[config.mk]
export PLATFORM = sky130hd
export DESIGN_NAME = vtx4_merge
export DESIGN_NICKNAME = d
export VERILOG_FILES = /design/src/sv/vtx4_pkg.sv /design/src/sv/vtx4_merge.sv
export SDC_FILE = /design/constraint.sdc
export NUM_CORES = 1
export LEC_CHECK = 0
export BUFFER_PORTS_ARGS = -buffer_cell sky130_fd_sc_hd__buf_2
export CAP_MARGIN = 20
export CELL_PAD_IN_SITES_DETAIL_PLACEMENT = 2
export CELL_PAD_IN_SITES_GLOBAL_PLACEMENT = 2
export CORE_MARGIN = 2
export CORE_UTILIZATION = 29
export DETAILED_ROUTE_END_ITERATION = 6
export GPL_TIMING_DRIVEN = 1
export PLACE_DENSITY = 0.94
export SLEW_MARGIN = 20
export SYNTH_ARGS = -nofsm -noshare
export SYNTH_HDL_FRONTEND = slang
export SYNTH_SLANG_ARGS = --single-unit
[constraint.sdc]
create_clock -name clk -period 9.8 [get_ports clk]
set_input_delay 1.47 -clock clk [delete_from_list [all_inputs] [get_ports clk]]
set_output_delay 1.47 -clock clk [all_outputs]
set_load 0.005 [all_outputs]
[src/sv/vtx4_pkg.sv]
package vtx4_pkg;

  localparam int WORD_W = 32;
  localparam int PROD_W = 2 * WORD_W;
  localparam int PAIR_W = PROD_W + 1;
  localparam int SUM_W  = PROD_W + 2;
  localparam int LANES  = 4;

  typedef logic signed [WORD_W-1:0] word_t;
  typedef logic signed [PROD_W-1:0] prod_t;
  typedef logic signed [PAIR_W-1:0] pair_t;
  typedef logic signed [SUM_W-1:0]  sum_t;

  localparam word_t WORD_MAX = 32'sh7fff_ffff;
  localparam word_t WORD_MIN = 32'sh8000_0000;

  typedef enum logic [3:0] {
    REG_ROW0_C01 = 4'd0,
    REG_ROW0_C23 = 4'd1,
    REG_ROW1_C01 = 4'd2,
    REG_ROW1_C23 = 4'd3,
    REG_ROW2_C01 = 4'd4,
    REG_ROW2_C23 = 4'd5,
    REG_ROW3_C01 = 4'd6,
    REG_ROW3_C23 = 4'd7
  } vtx4_reg_t;

  typedef struct packed {
    logic mul_en;
    logic add_en;
    logic sat_en;
  } vtx4_adv_t;

endpackage

[src/sv/vtx4_merge.sv]
module vtx4_merge (
  input  logic            clk,
  input  logic            rst_n,
  input  logic            lane_valid,
  input  vtx4_pkg::word_t lane_res  [vtx4_pkg::LANES],
  input  logic            lane_clip [vtx4_pkg::LANES],
  output logic            take,
  output logic            out_valid,
  input  logic            out_stall,
  output vtx4_pkg::word_t out_x,
  output vtx4_pkg::word_t out_y,
  output vtx4_pkg::word_t out_z,
  output vtx4_pkg::word_t out_w,
  output logic            out_clipped
);
  import vtx4_pkg::*;

  logic  valid_r;
  logic  valid_nxt;
  word_t x_r, y_r, z_r, w_r;
  logic  clip_r;

  assign take = !valid_r || !out_stall;

  always_comb begin
    valid_nxt = valid_r;
    if (take) begin
      valid_nxt = lane_valid;
    end
  end

  always_ff @(posedge clk) begin
    if (!rst_n) begin
      valid_r <= 1'b0;
    end else begin
      valid_r <= valid_nxt;
    end
  end

  always_ff @(posedge clk) begin
    if (take) begin
      x_r    <= lane_res[0];
      y_r    <= lane_res[1];
      z_r    <= lane_res[2];
      w_r    <= lane_res[3];
      clip_r <= lane_clip[0] | lane_clip[1] | lane_clip[2] | lane_clip[3];
    end
  end

  assign out_valid   = valid_r;
  assign out_x       = x_r;
  assign out_y       = y_r;
  assign out_z       = z_r;
  assign out_w       = w_r;
  assign out_clipped = clip_r;

endmodule

==> run_results.csv <==
group,metric,value,unit
synthesis,yosysTopAreaCell,"edfxtp_1",
synthesis,synth_xor_xnor_area_share,0,
critical_path,r2r-end,"out_x[18]",
synthesis,synthSimpleGateAreaFrac,0.00447,
timing,rsz0062_at_grt,"false",
timing,finalHoldWorstSlack,0.577,ns
critical_path,cpMaxStageDelayCell,"nand2_4",
synthesis,ys_warn_count,0,
synthesis,synth_area,3920,µm²
die,die_y,120,µm
clock_tree,cts.path.max_buffers,2,
critical_path,critPathBufInv,2,
global_routing,grt_max_degree,70,
timing,maxSlewHeadroom,0.422,
synthesis,synthCells,134,
synthesis,synth_top_family_by_area,"simple AND/OR/NAND/NOR gates",
clock_tree,cts_setup_buffers,0,
synthesis,syn_area_per_cell,29.2,µm²
route,ant_nets,0,
route,drtIter0Drc,161,
power,p_leak,2.69,nW
synthesis,synth_area_leaders,"edfxtp_1, dfxtp_1, or4_1",
critical_path,crit_required,8.33,ns
die,die_width,120,µm
flow_run,max_cap_viol_count,0,
place,hpwl,9600,µm
synthesis,synthAdderAreaFrac,0,
synthesis,ys_seq_elements,130,
layout,area_delta_synth_final,55.3,%
timing,skew,0.00416,ns
critical_path,endpoint,"take",
hold_path,hold_class,"reg2reg",
timing,slew_violations,0,
clock_tree,cts_max_level,4,
die,io_pins,267,
critical_path,r2r_start,"out_valid",
route,drc,0,
critical_path,cp_num_cells,3,
synthesis,synth.distinct_cells,6,
synthesis,yosysMostFrequentCell,"edfxtp_1",
layout,fin_util,0.461,
timing,final.setup.tns,0,ns
power,peakVddDrop,0.123,mV
die,start_util,0.297,
timing,fin_crit,3.92,ns
synthesis,yosysSeqAreaShare,0.994,
clock_tree,root_buffer,"clkbuf_16",
route,vias,2523,
status,outcome,"finished, final reports clean",
synthesis,synth_top_area_share,0.989,
timing,fmax,255,MHz
critical_path,crit_arrival,2.45,ns
route,vias_per_cell,4.14,
clock_tree,holdBufCountCts,0,
timing,hold_violations,0,
place,place_congestion,0.728,
timing,finalCritPeriodShare,0.400,
critical_path,startpoint_type,"primary input",
die,core,13200,µm²
die,rows,42,
critical_path,r2r_cells,2,
synthesis,synth-edff-count,129,
global_routing,grt_pass1_wl,17900,µm
layout,diodes,0,
critical_path,crit_chain,"buf_2, nand2_4, buf_2",
global_routing,overflow,0,
synthesis,synth_compound_area_frac,0.00128,
route,firstDrtPassIters,4,
synthesis,synth_mux_area_frac,0,
global_routing,grt_antenna_before_repair,0,
route,wl,12700,µm
clock_tree,cts_buffers,17,
timing,max_slew.worst_pin.slew,0.867,ns
die,fp.dieArea,14500,µm²
synthesis,synth_nets,270,
clock_tree,cts.clk_slew.worst_paths,0.05,ns
timing,finalSetupViolCount,0,
critical_path,path_common_cell,"buf_2",
route,wl_per_cell,20.9,µm
synthesis,synth_flop_cell,"edfxtp_1",
layout,final_nets,556,
clock_tree,cts_tree,"yes",
critical_path,regToRegSetupSlack,7.64,ns
critical_path,critical_path.endpoint_type,"primary output",
power,total_power,1.39,mW
power,p_per_area,229,nW/µm²
synthesis,synthArstFlopShare,0,
clock_tree,clk_latency,0.41,ns
layout,drive_gt1_frac,0.677,
critical_path,crit_fanout,62,
global_routing,grt.total_usage,0.179,
critical_path,cp-startpoint,"out_stall",
clock_tree,cts_resized,0,
critical_path,path_class,"in2out",
critical_path,crit_family,"simple AND/OR/NAND/NOR gates",
critical_path,crit_path_max_incr_delay,0.58,ns
place,io_buffers,266,
global_routing,grt_pass1_vias,2930,
clock_tree,cts.sinks,130,
[layout make-up]
class                           instances  area [µm²]
Multi-Input combinational cell          4        30.0
Clock inverter                         13         166
Timing Repair Buffer                  267        1340
Fill cell                            1300        7110
Tap cell                              176         220
Sequential cell                       130        3890
Clock buffer                           19         433
[worst min-delay path by stage]
stage / start / endpoint / cells after the start
global route: out_valid / out_valid / 2
detailed placement: out_valid / out_valid / 2
global placement: out_valid / out_valid / 2
finish: out_valid / out_valid / 2
floorplan: out_valid / out_valid / 2
CTS: out_valid / out_valid / 2
[registers in the layout, indices dropped and copies added (netlist names)]
register and flops:
out_y 32, out_z 32, out_valid 1, out_x 32, out_clipped 1, out_w 32
[power by group]
part / internal [mW] / switching (mW)
sequential: 0.655 / 0.0123
combinational: 0.0423 / 0.0410
clock: 0.420 / 0.223
total: 1.12 / 0.276
[metrics by stage]
step           setup slack (ns)  cells  cell area (µm²)
2_1_floorplan              4.12    134             3920
6_report                   5.88    609             6080
3_3_place_gp               5.91    577             5480
4_1_cts                    5.83    609             6080
3_5_place_dp               5.85    577             5480
5_1_grt                    5.77    609             6080
[tightest hold or removal path, delay by kind of cell, from the launching register on]
kind | cells | cell delay [ns]
flops | 1 | 0.34
simple gates | 1 | 0.05
compound gates | 1 | 0.14
[logic make-up (layout without fill, tap and decap cells)]
group,Yosys count,in the layout
DFF,130,130
and+or+nand+nor,3,3
AOI/OAI and AO/OA,1,1
buffers and inverters,0,299
[cell usage in the layout, fill, tap and decap left out]
cell and count:
clkbuf_16 17, nand2_4 1, bufinv_16 4, edfxtp_1 129, clkinv_1 5, nor2b_1 1
clkinv_2 1, clkinvlp_4 3, dfxtp_1 1, buf_2 266, a21oi_1 1, buf_4 1
clkbuf_1 2, or4_1 1
[per-layer routing]
metal	wire length, µm	global-route usage	part of all wire	vias to the layer above
met5	0	0	0	-
met4	368	0.0887	0.029	0
met3	1030	0.0750	0.081	27
met2	7300	0.341	0.57	155
met1	4010	0.160	0.32	1219
li1	-	-	-	1122
Power figures use the tool's default switching activity.
